`src/hdl/gbfp_pkg.sv`:
```
// ----------------------------------------------------------------------------
// GNSS binary frame parser package
// Shared constants, types and the bytewise CRC-16-CCITT update.
// ----------------------------------------------------------------------------
package gbfp_pkg;

  localparam int unsigned ByteW  = 8;
  localparam int unsigned WordW  = 16;
  localparam int unsigned ApbW   = 32;
  localparam int unsigned PaddrW = 3;

  localparam logic [ByteW-1:0] SyncFirstRst  = 8'h24;
  localparam logic [ByteW-1:0] SyncSecondRst = 8'h40;

  localparam logic [WordW-1:0] CrcPoly   = 16'h1021;
  localparam logic [WordW-1:0] HdrLen    = 16'd8;
  localparam logic [WordW-1:0] FailMax   = 16'hFFFF;

  // Register index is taken from the address bit above the word offset.
  localparam logic RegSyncFirst  = 1'b0;
  localparam logic RegSyncSecond = 1'b1;

  typedef enum logic [8:0] {
    PhSync1 = 9'b000000001,
    PhSync2 = 9'b000000010,
    PhCrcLo = 9'b000000100,
    PhCrcHi = 9'b000001000,
    PhIdLo  = 9'b000010000,
    PhIdHi  = 9'b000100000,
    PhLenLo = 9'b001000000,
    PhLenHi = 9'b010000000,
    PhBody  = 9'b100000000
  } phase_e;

  function automatic logic [WordW-1:0] crc_byte(input logic [WordW-1:0] crc,
                                                 input logic [ByteW-1:0] b);
    logic [WordW-1:0] c;
    c = crc ^ {b, 8'h00};
    for (int i = 0; i < 8; i++) begin
      if (c[WordW-1]) begin
        c = {c[WordW-2:0], 1'b0} ^ CrcPoly;
      end else begin
        c = {c[WordW-2:0], 1'b0};
      end
    end
    return c;
  endfunction

endpackage

```
`src/hdl/gbfp_stream_if.sv`:
```
// ----------------------------------------------------------------------------
// GNSS binary frame parser channels
// Valid/ready channels for received bytes and for parser results.
// ----------------------------------------------------------------------------
interface gbfp_rx_if;
  logic                       valid;
  logic                       ready;
  logic [gbfp_pkg::ByteW-1:0] rx_byte;

  modport source (output valid, output rx_byte, input ready);
  modport sink   (input valid, input rx_byte, output ready);
endinterface

interface gbfp_res_if;
  logic                       valid;
  logic                       ready;
  logic [gbfp_pkg::ByteW-1:0] body_byte;
  logic                       body_valid;
  logic [gbfp_pkg::WordW-1:0] body_index;
  logic                       frame_last;
  logic                       crc_ok;
  logic [gbfp_pkg::WordW-1:0] block_id;
  logic [gbfp_pkg::WordW-1:0] frame_length;
  logic [gbfp_pkg::WordW-1:0] crc_fail_count;

  modport source (output valid, output body_byte, output body_valid, output body_index,
                  output frame_last, output crc_ok, output block_id, output frame_length,
                  output crc_fail_count, input ready);
  modport sink   (input valid, input body_byte, input body_valid, input body_index,
                  input frame_last, input crc_ok, input block_id, input frame_length,
                  input crc_fail_count, output ready);
endinterface

```
`src/hdl/gnss_binary_frame_parser_core.sv`:
```
// ----------------------------------------------------------------------------
// GNSS binary frame parser core
// Sync hunt, header capture, body pass-through and CRC-16-CCITT check.
// ----------------------------------------------------------------------------
// Usage: received bytes arrive one per transfer on rx_i. Each byte is consumed
// by the frame state machine; header bytes give no result, every body byte gives
// one result on res_o, and the last byte of a frame carries frame_last together
// with the CRC verdict, block id, length and the saturating failure count. A
// frame of length 8 completes on its second length byte with an empty result.
// A result is registered and presented the cycle after its byte is taken.
// Throughput is one byte per cycle, set by the single result register; a byte
// is accepted whenever that register is empty or is being emptied in the same
// cycle. When the receiver stalls, the result holds and rx_i stalls with it.
// The sync bytes are programmed over the APB port at addresses 0 and 4 and may
// only be changed while the parser is idle. Reset returns the parser to the
// sync hunt with default sync bytes, clears the failure count and empties the
// result register.
// ----------------------------------------------------------------------------
module gnss_binary_frame_parser_core (
  input  logic                          clk_i,
  input  logic                          rst_ni,
  input  logic                          psel,
  input  logic                          penable,
  input  logic                          pwrite,
  input  logic [gbfp_pkg::PaddrW-1:0]   paddr,
  input  logic [gbfp_pkg::ApbW-1:0]     pwdata,
  output logic [gbfp_pkg::ApbW-1:0]     prdata,
  output logic                          pready,
  gbfp_rx_if.sink                       rx_i,
  gbfp_res_if.source                    res_o
);

  logic [gbfp_pkg::ByteW-1:0] sync_first_q, sync_second_q;
  logic                       cfg_wr;

  assign pready = 1'b1;
  assign cfg_wr = psel & penable & pwrite;

  always_ff @(posedge clk_i or negedge rst_ni) begin
    if (!rst_ni) begin
      sync_first_q  <= gbfp_pkg::SyncFirstRst;
      sync_second_q <= gbfp_pkg::SyncSecondRst;
    end else if (cfg_wr) begin
      if (paddr[2] == gbfp_pkg::RegSyncFirst) begin
        sync_first_q <= pwdata[gbfp_pkg::ByteW-1:0];
      end else begin
        sync_second_q <= pwdata[gbfp_pkg::ByteW-1:0];
      end
    end
  end

  always_comb begin
    prdata = '0;
    if (paddr[2] == gbfp_pkg::RegSyncFirst) begin
      prdata[gbfp_pkg::ByteW-1:0] = sync_first_q;
    end else begin
      prdata[gbfp_pkg::ByteW-1:0] = sync_second_q;
    end
  end

  gbfp_pkg::phase_e           phase_q, phase_d;
  logic [gbfp_pkg::WordW-1:0] rx_crc_q, rx_crc_d;
  logic [gbfp_pkg::WordW-1:0] id_q, id_d;
  logic [gbfp_pkg::WordW-1:0] len_q, len_d;
  logic [gbfp_pkg::WordW-1:0] body_len_q, body_len_d;
  logic [gbfp_pkg::WordW-1:0] count_q, count_d;
  logic [gbfp_pkg::WordW-1:0] crc_q, crc_d;
  logic [gbfp_pkg::WordW-1:0] fail_q, fail_d;

  logic                       res_valid_q;
  logic [gbfp_pkg::ByteW-1:0] r_byte_q, r_byte_d;
  logic                       r_bvalid_q, r_bvalid_d;
  logic [gbfp_pkg::WordW-1:0] r_index_q, r_index_d;
  logic                       r_last_q, r_last_d;
  logic                       r_ok_q, r_ok_d;
  logic [gbfp_pkg::WordW-1:0] r_id_q, r_id_d;
  logic [gbfp_pkg::WordW-1:0] r_len_q, r_len_d;
  logic [gbfp_pkg::WordW-1:0] r_fail_q, r_fail_d;

  logic                       take;
  logic                       emit;
  logic [gbfp_pkg::ByteW-1:0] b;
  logic [gbfp_pkg::WordW-1:0] crc_upd;
  logic [gbfp_pkg::WordW-1:0] len_full;
  logic [gbfp_pkg::WordW-1:0] count_inc;
  logic                       finish;
  logic                       ok;

  assign rx_i.ready = !res_valid_q || res_o.ready;
  assign take       = rx_i.valid && rx_i.ready;
  assign b          = rx_i.rx_byte;
  assign crc_upd    = gbfp_pkg::crc_byte(crc_q, b);
  assign len_full   = {b, len_q[gbfp_pkg::ByteW-1:0]};
  assign count_inc  = count_q + 16'd1;
  assign ok         = (crc_upd == rx_crc_q);

  always_comb begin
    phase_d    = phase_q;
    rx_crc_d   = rx_crc_q;
    id_d       = id_q;
    len_d      = len_q;
    body_len_d = body_len_q;
    count_d    = count_q;
    crc_d      = crc_q;
    fail_d     = fail_q;
    emit       = 1'b0;
    finish     = 1'b0;
    r_byte_d   = '0;
    r_bvalid_d = 1'b0;
    r_index_d  = '0;
    unique case (phase_q)
      gbfp_pkg::PhSync1: begin
        if (b == sync_first_q) begin
          phase_d = gbfp_pkg::PhSync2;
        end
      end
      gbfp_pkg::PhSync2: begin
        phase_d = (b == sync_second_q) ? gbfp_pkg::PhCrcLo : gbfp_pkg::PhSync1;
      end
      gbfp_pkg::PhCrcLo: begin
        rx_crc_d = {8'h00, b};
        phase_d  = gbfp_pkg::PhCrcHi;
      end
      gbfp_pkg::PhCrcHi: begin
        rx_crc_d = {b, rx_crc_q[gbfp_pkg::ByteW-1:0]};
        phase_d  = gbfp_pkg::PhIdLo;
      end
      gbfp_pkg::PhIdLo: begin
        id_d    = {8'h00, b};
        crc_d   = gbfp_pkg::crc_byte('0, b);
        phase_d = gbfp_pkg::PhIdHi;
      end
      gbfp_pkg::PhIdHi: begin
        id_d    = {b, id_q[gbfp_pkg::ByteW-1:0]};
        crc_d   = crc_upd;
        phase_d = gbfp_pkg::PhLenLo;
      end
      gbfp_pkg::PhLenLo: begin
        len_d   = {8'h00, b};
        crc_d   = crc_upd;
        phase_d = gbfp_pkg::PhLenHi;
      end
      gbfp_pkg::PhLenHi: begin
        len_d      = len_full;
        crc_d      = crc_upd;
        body_len_d = len_full - gbfp_pkg::HdrLen;
        count_d    = '0;
        if ((len_full[1:0] != 2'b00) || (len_full < gbfp_pkg::HdrLen)) begin
          phase_d = gbfp_pkg::PhSync1;
        end else if (len_full != gbfp_pkg::HdrLen) begin
          phase_d = gbfp_pkg::PhBody;
        end else begin
          emit    = 1'b1;
          finish  = 1'b1;
          phase_d = gbfp_pkg::PhSync1;
        end
      end
      gbfp_pkg::PhBody: begin
        crc_d      = crc_upd;
        count_d    = count_inc;
        emit       = 1'b1;
        r_byte_d   = b;
        r_bvalid_d = 1'b1;
        r_index_d  = count_q;
        if (count_inc == body_len_q) begin
          finish  = 1'b1;
          phase_d = gbfp_pkg::PhSync1;
        end
      end
      default: begin
        phase_d = gbfp_pkg::PhSync1;
      end
    endcase
    if (finish && !ok && (fail_q != gbfp_pkg::FailMax)) begin
      fail_d = fail_q + 16'd1;
    end
    r_last_d = finish;
    r_ok_d   = finish && ok;
    r_id_d   = id_d;
    r_len_d  = len_d;
    r_fail_d = fail_d;
  end

  always_ff @(posedge clk_i or negedge rst_ni) begin
    if (!rst_ni) begin
      phase_q     <= gbfp_pkg::PhSync1;
      rx_crc_q    <= '0;
      id_q        <= '0;
      len_q       <= '0;
      body_len_q  <= '0;
      count_q     <= '0;
      crc_q       <= '0;
      fail_q      <= '0;
      res_valid_q <= 1'b0;
    end else begin
      if (take) begin
        phase_q    <= phase_d;
        rx_crc_q   <= rx_crc_d;
        id_q       <= id_d;
        len_q      <= len_d;
        body_len_q <= body_len_d;
        count_q    <= count_d;
        crc_q      <= crc_d;
        fail_q     <= fail_d;
      end
      if (rx_i.ready) begin
        res_valid_q <= take && emit;
      end
    end
  end

  always_ff @(posedge clk_i) begin
    if (take && emit) begin
      r_byte_q   <= r_byte_d;
      r_bvalid_q <= r_bvalid_d;
      r_index_q  <= r_index_d;
      r_last_q   <= r_last_d;
      r_ok_q     <= r_ok_d;
      r_id_q     <= r_id_d;
      r_len_q    <= r_len_d;
      r_fail_q   <= r_fail_d;
    end
  end

  assign res_o.valid          = res_valid_q;
  assign res_o.body_byte      = r_byte_q;
  assign res_o.body_valid     = r_bvalid_q;
  assign res_o.body_index     = r_index_q;
  assign res_o.frame_last     = r_last_q;
  assign res_o.crc_ok         = r_ok_q;
  assign res_o.block_id       = r_id_q;
  assign res_o.frame_length   = r_len_q;
  assign res_o.crc_fail_count = r_fail_q;

endmodule
```
`src/flat_wrapper.sv`:
```
// flat-port wrapper written by rule: the top's interface ports become plain ports
module gnss_binary_frame_parser_core_flat 
  (clk_i, rst_ni, psel, penable, pwrite, paddr, pwdata, prdata, pready, rx_i_valid, rx_i_rx_byte, rx_i_ready, res_o_valid, res_o_body_byte, res_o_body_valid, res_o_body_index, res_o_frame_last, res_o_crc_ok, res_o_block_id, res_o_frame_length, res_o_crc_fail_count, res_o_ready);
  gbfp_rx_if rx_i_i ();
  gbfp_res_if res_o_i ();
  input  logic clk_i;
  input  logic rst_ni;
  input  logic psel;
  input  logic penable;
  input  logic pwrite;
  input  logic [gbfp_pkg::PaddrW-1:0] paddr;
  input  logic [gbfp_pkg::ApbW-1:0] pwdata;
  output logic [gbfp_pkg::ApbW-1:0] prdata;
  output logic pready;
  input wire logic [$bits(rx_i_i.valid)-1:0] rx_i_valid;
  input wire logic [$bits(rx_i_i.rx_byte)-1:0] rx_i_rx_byte;
  output wire logic [$bits(rx_i_i.ready)-1:0] rx_i_ready;
  output wire logic [$bits(res_o_i.valid)-1:0] res_o_valid;
  output wire logic [$bits(res_o_i.body_byte)-1:0] res_o_body_byte;
  output wire logic [$bits(res_o_i.body_valid)-1:0] res_o_body_valid;
  output wire logic [$bits(res_o_i.body_index)-1:0] res_o_body_index;
  output wire logic [$bits(res_o_i.frame_last)-1:0] res_o_frame_last;
  output wire logic [$bits(res_o_i.crc_ok)-1:0] res_o_crc_ok;
  output wire logic [$bits(res_o_i.block_id)-1:0] res_o_block_id;
  output wire logic [$bits(res_o_i.frame_length)-1:0] res_o_frame_length;
  output wire logic [$bits(res_o_i.crc_fail_count)-1:0] res_o_crc_fail_count;
  input wire logic [$bits(res_o_i.ready)-1:0] res_o_ready;
  assign rx_i_i.valid = rx_i_valid;
  assign rx_i_i.rx_byte = rx_i_rx_byte;
  assign rx_i_ready = rx_i_i.ready;
  assign res_o_valid = res_o_i.valid;
  assign res_o_body_byte = res_o_i.body_byte;
  assign res_o_body_valid = res_o_i.body_valid;
  assign res_o_body_index = res_o_i.body_index;
  assign res_o_frame_last = res_o_i.frame_last;
  assign res_o_crc_ok = res_o_i.crc_ok;
  assign res_o_block_id = res_o_i.block_id;
  assign res_o_frame_length = res_o_i.frame_length;
  assign res_o_crc_fail_count = res_o_i.crc_fail_count;
  assign res_o_i.ready = res_o_ready;
  gnss_binary_frame_parser_core u_core (.clk_i(clk_i), .rst_ni(rst_ni), .psel(psel), .penable(penable), .pwrite(pwrite), .paddr(paddr), .pwdata(pwdata), .prdata(prdata), .pready(pready), .rx_i(rx_i_i), .res_o(res_o_i));
endmodule
```
`config.mk`:
```
export PLATFORM = sky130hd
export DESIGN_NAME = gnss_binary_frame_parser_core_flat
export DESIGN_NICKNAME = d
export VERILOG_FILES = /design/src/hdl/gbfp_pkg.sv /design/src/hdl/gbfp_stream_if.sv /design/src/hdl/gnss_binary_frame_parser_core.sv /design/src/flat_wrapper.sv
export SDC_FILE = /design/constraint.sdc
export NUM_CORES = 1
export LEC_CHECK = 0
export BUFFER_PORTS_ARGS = -buffer_cell sky130_fd_sc_hd__buf_2
export CORE_MARGIN = 2
export CORE_UTILIZATION = 40
export CTS_CLUSTER_DIAMETER = 60
export DETAILED_ROUTE_END_ITERATION = 16
export SETUP_SLACK_MARGIN = 0.05
export SLEW_MARGIN = 20
export SYNTH_ARGS = -nofsm -noshare
export SYNTH_HDL_FRONTEND = slang
export SYNTH_SLANG_ARGS = --single-unit
```
`constraint.sdc`:
```
create_clock -name clk_i -period 8.1 [get_ports clk_i]
set_clock_uncertainty 0.05 [all_clocks]
set_input_delay 0.81 -clock clk_i [delete_from_list [all_inputs] [get_ports clk_i]]
set_output_delay 0.81 -clock clk_i [all_outputs]
set_load 0.02 [all_outputs]
```
==> impl_metrics.ini <==
[run_status]
outcome = finished clean

[die]
start_util_pct = 40.9
dieArea_sq_um = 29100
placement_rows = 60
fp.dieH_um = 170
count_of_boundary_i_o_pins = 160
die_x_um = 170
core_region_area_sq_um = 27100

[sta]
setup_repair_after_global_routing_missed_its_margin = false
final.hold.worst_slack_ns = 0.290
setup_tns_ns = 0
slew_headroom_pct = 32.2
max_freq_mhz = 278
share_of_the_cycle_needed_by_the_critical_path_after_routing_pct = 44.4
post-route-worst-setup-slack_ns = 4.50
hold_viol_final = 0
max_slew.worst_pin.slew_ns = 1.02
final_max_slew_viol_count = 0
timing.final.setup_violations = 0
min_period_ns = 3.60

[synthesis]
seq_area_frac_synth_pct = 51.5
number_of_flops_mapped_to_enable_cells_by_yosys = 75
syn_area_sq_um = 11100
postSynth.asyncResetShare_pct = 64.8
synth_warnings = 0
synthCells = 1066
synth.lib_cells_used.distinct = 64
mapped_avg_cell_area_sq_um = 10.4
synth_seq_cells = 213
postSynth.topFlopCell = sky130_fd_sc_hd__dfrtp_1

[finish]
final_cell_count_no_fill = 1537
most-common-layout-cells = sky130_fd_sc_hd__nand2_1, sky130_fd_sc_hd__dfrtp_1, sky130_fd_sc_hd__buf_2, sky130_fd_sc_hd__xnor2_1, sky130_fd_sc_hd__edfxtp_1
syn_to_final_growth_pct = 13.4
final_nets = 1199
final_layout_size_suffix_gt1_share_pct = 20.1
post-route-util_pct = 46.4
antennaDiodeCount = 0
design_area_sq_um = 12600
layout.cells.most_common = sky130_fd_sc_hd__nand2_1

[placed_design]
portBuffers = 108
hpwl_um = 16200
dp_cells = 1491
routabilityCongestion = 0.800
post-place-ws_ns = 4.10
place_area_sq_um = 11800

[global_route]
initial_antenna_violation_count = 0
grt_max_degree = 87
number_of_global_route_vias_before_repair = 7345
gr-total-overflow = 0
first_pass_grt_wire_length_um = 39300
track_usage_pct = 17.0

[run]
cap_viol_max_count = 0

[power_and_ir_drop]
p_leak_nw = 5.41
vdd.ir_drop.worst_mv = 0.155
cellPowerDensity_nw_per_um2 = 206
power.total_mw = 2.59

[routing]
drt_wl_total_um = 24500
routedWlPerCell_um = 16.0
vias_per_cell = 4.97
initialDrtViolationCount = 501
postRouteAntennaNets = 0
post-route-drc-count = 0
drtPass1Iterations = 5
routed-via-count = 7645

[clock_tree]
tritoncts.num_buffers = 25
insertion_delay_ns = 0.52
post_cts_resize_count = 0
clock_sink_count = 213
clock_tree.buffer_depth = 3
htreeDepth = 1
cts.root.buffer_cell = sky130_fd_sc_hd__clkbuf_16
post_cts_setup_driven_buffer_insertion_count = 0
cts.reportedPaths.clkPinSlew_ns = 0.06
cts.hold.buffers_added = 0
tritoncts = done

[worst_setup_path]
critical_path.n_buffers_inverters = 3
critical_path_required_ns = 8.20
crit_path_frequent_cell = sky130_fd_sc_hd__buf_4
timing.critical_path.cells = or4_4 > nor2_1 > nand4b_1 > inv_1 > buf_4 > nand2_1 > o21ai_4 > buf_4
critical_path_class = register to register
crit_path_end_kind = register
worst-path-max-fanout = 34
crit_path_top_delay_cell = sky130_fd_sc_hd__or4_4
cp_delay_by_family_top = simple AND/OR/NAND/NOR gates
critPathLaunchType = register
timing.critical_path.arrival_ns = 3.70
timing.critical_path.slowest_cell_delay_ns = 0.61

[hold_path]
timing.hold.worst.class = input port to async pin
-- synthesized netlist by cell type, types with 12 or more instances --
library cell,n,area [sq um]
sky130_fd_sc_hd__nand2_1,215,807
sky130_fd_sc_hd__dfrtp_1,134,3350
sky130_fd_sc_hd__xnor2_1,80,701
sky130_fd_sc_hd__edfxtp_1,75,2250
sky130_fd_sc_hd__o21ai_0,64,320
sky130_fd_sc_hd__xor2_1,58,508
sky130_fd_sc_hd__mux2_2,49,552
sky130_fd_sc_hd__nor2_1,43,161
sky130_fd_sc_hd__clkbuf_1,41,154
sky130_fd_sc_hd__and2_1,29,181
sky130_fd_sc_hd__buf_4,27,203
sky130_fd_sc_hd__nor3_1,27,135
sky130_fd_sc_hd__nand3_1,26,130
sky130_fd_sc_hd__and3_1,21,131
sky130_fd_sc_hd__a22o_1,18,158
sky130_fd_sc_hd__nor4_1,17,106
sky130_fd_sc_hd__buf_2,14,70.1
sky130_fd_sc_hd__nand4_1,12,75.1
-- layer usage --
| layer | vias up | track usage [%] | wire (um) |
|---|---|---|---|
| li1 | 3785 | - | - |
| met1 | 3669 | 23.6 | 11500 |
| met2 | 166 | 28.3 | 11600 |
| met3 | 25 | 2.60 | 1120 |
| met4 | 0 | 3.20 | 351 |
| met5 | - | 0 | 0 |
-- final timing paths --
check / startpoint / to / slack, ns / cells after the start
max: u_core.phase_q[1] / u_core.res_o.block_id[6] / 4.50 / 8
min: rst_ni / u_core.crc_q[12] / 0.29 / 1
max reg2reg: u_core.phase_q[1] / u_core.res_o.block_id[6] / 4.50 / 8
min reg2reg: u_core.id_q[7] / u_core.id_q[7] / 0.43 / 2
max in group asynchronous: rst_ni / u_core.crc_q[14] / 6.52 / 2
min in group clk_i: u_core.id_q[7] / u_core.id_q[7] / 0.43 / 2
-- worst reg2reg max path: cells and delay by family (launching register included) --
| family | cells | cell delay (ns) |
|---|---|---|
| AND/OR/NAND/NOR | 4 | 1.42 |
| AO/OA/AOI/OAI | 1 | 0.41 |
| flip-flops | 1 | 0.45 |
| buffers and inverters | 3 | 0.89 |
-- power breakdown --
group | internal [mW] | switching (mW) | leakage [nW]
combinational | 0.140 | 0.181 | 2.54
sequential | 1.17 | 0.0547 | 2.49
clock | 0.614 | 0.435 | 0.370
-- registers in the layout, indices dropped and copies added, names as in the netlist, 16 cells and up --
register	cells
u_core.len_q	16
u_core.rx_crc_q	16
u_core.res_o.frame_length	16
u_core.res_o.block_id	16
u_core.count_q	16
u_core.res_o.crc_fail_count	16
u_core.crc_q	16
u_core.res_o.body_index	16
u_core.body_len_q	16
u_core.fail_q	16
u_core.id_q	16
-- cell type report --
type / instances / area (sq um)
clock buffers: 36 / 677
clock inverters: 10 / 87.6
fillers: 2537 / 14500
inverters: 4 / 15.0
multi-input cells: 784 / 5000
flip-flops and latches: 213 / 5710
well taps: 372 / 465
repair buffers: 118 / 622
-- kinds of logic after synthesis --
family,after synthesis,share of synthesized area (%)
AOI/OAI and AO/OA,120,6.95
xor gates and xnor gates,145,12.1
adders and majority gates,3,0.339
buffers and inverters,92,4.40
DFF,213,51.5
muxes,54,5.44
other,2,0.0677
and+or+nand+nor,437,19.2
No activity file was read; power rests on OpenSTA's default activity.
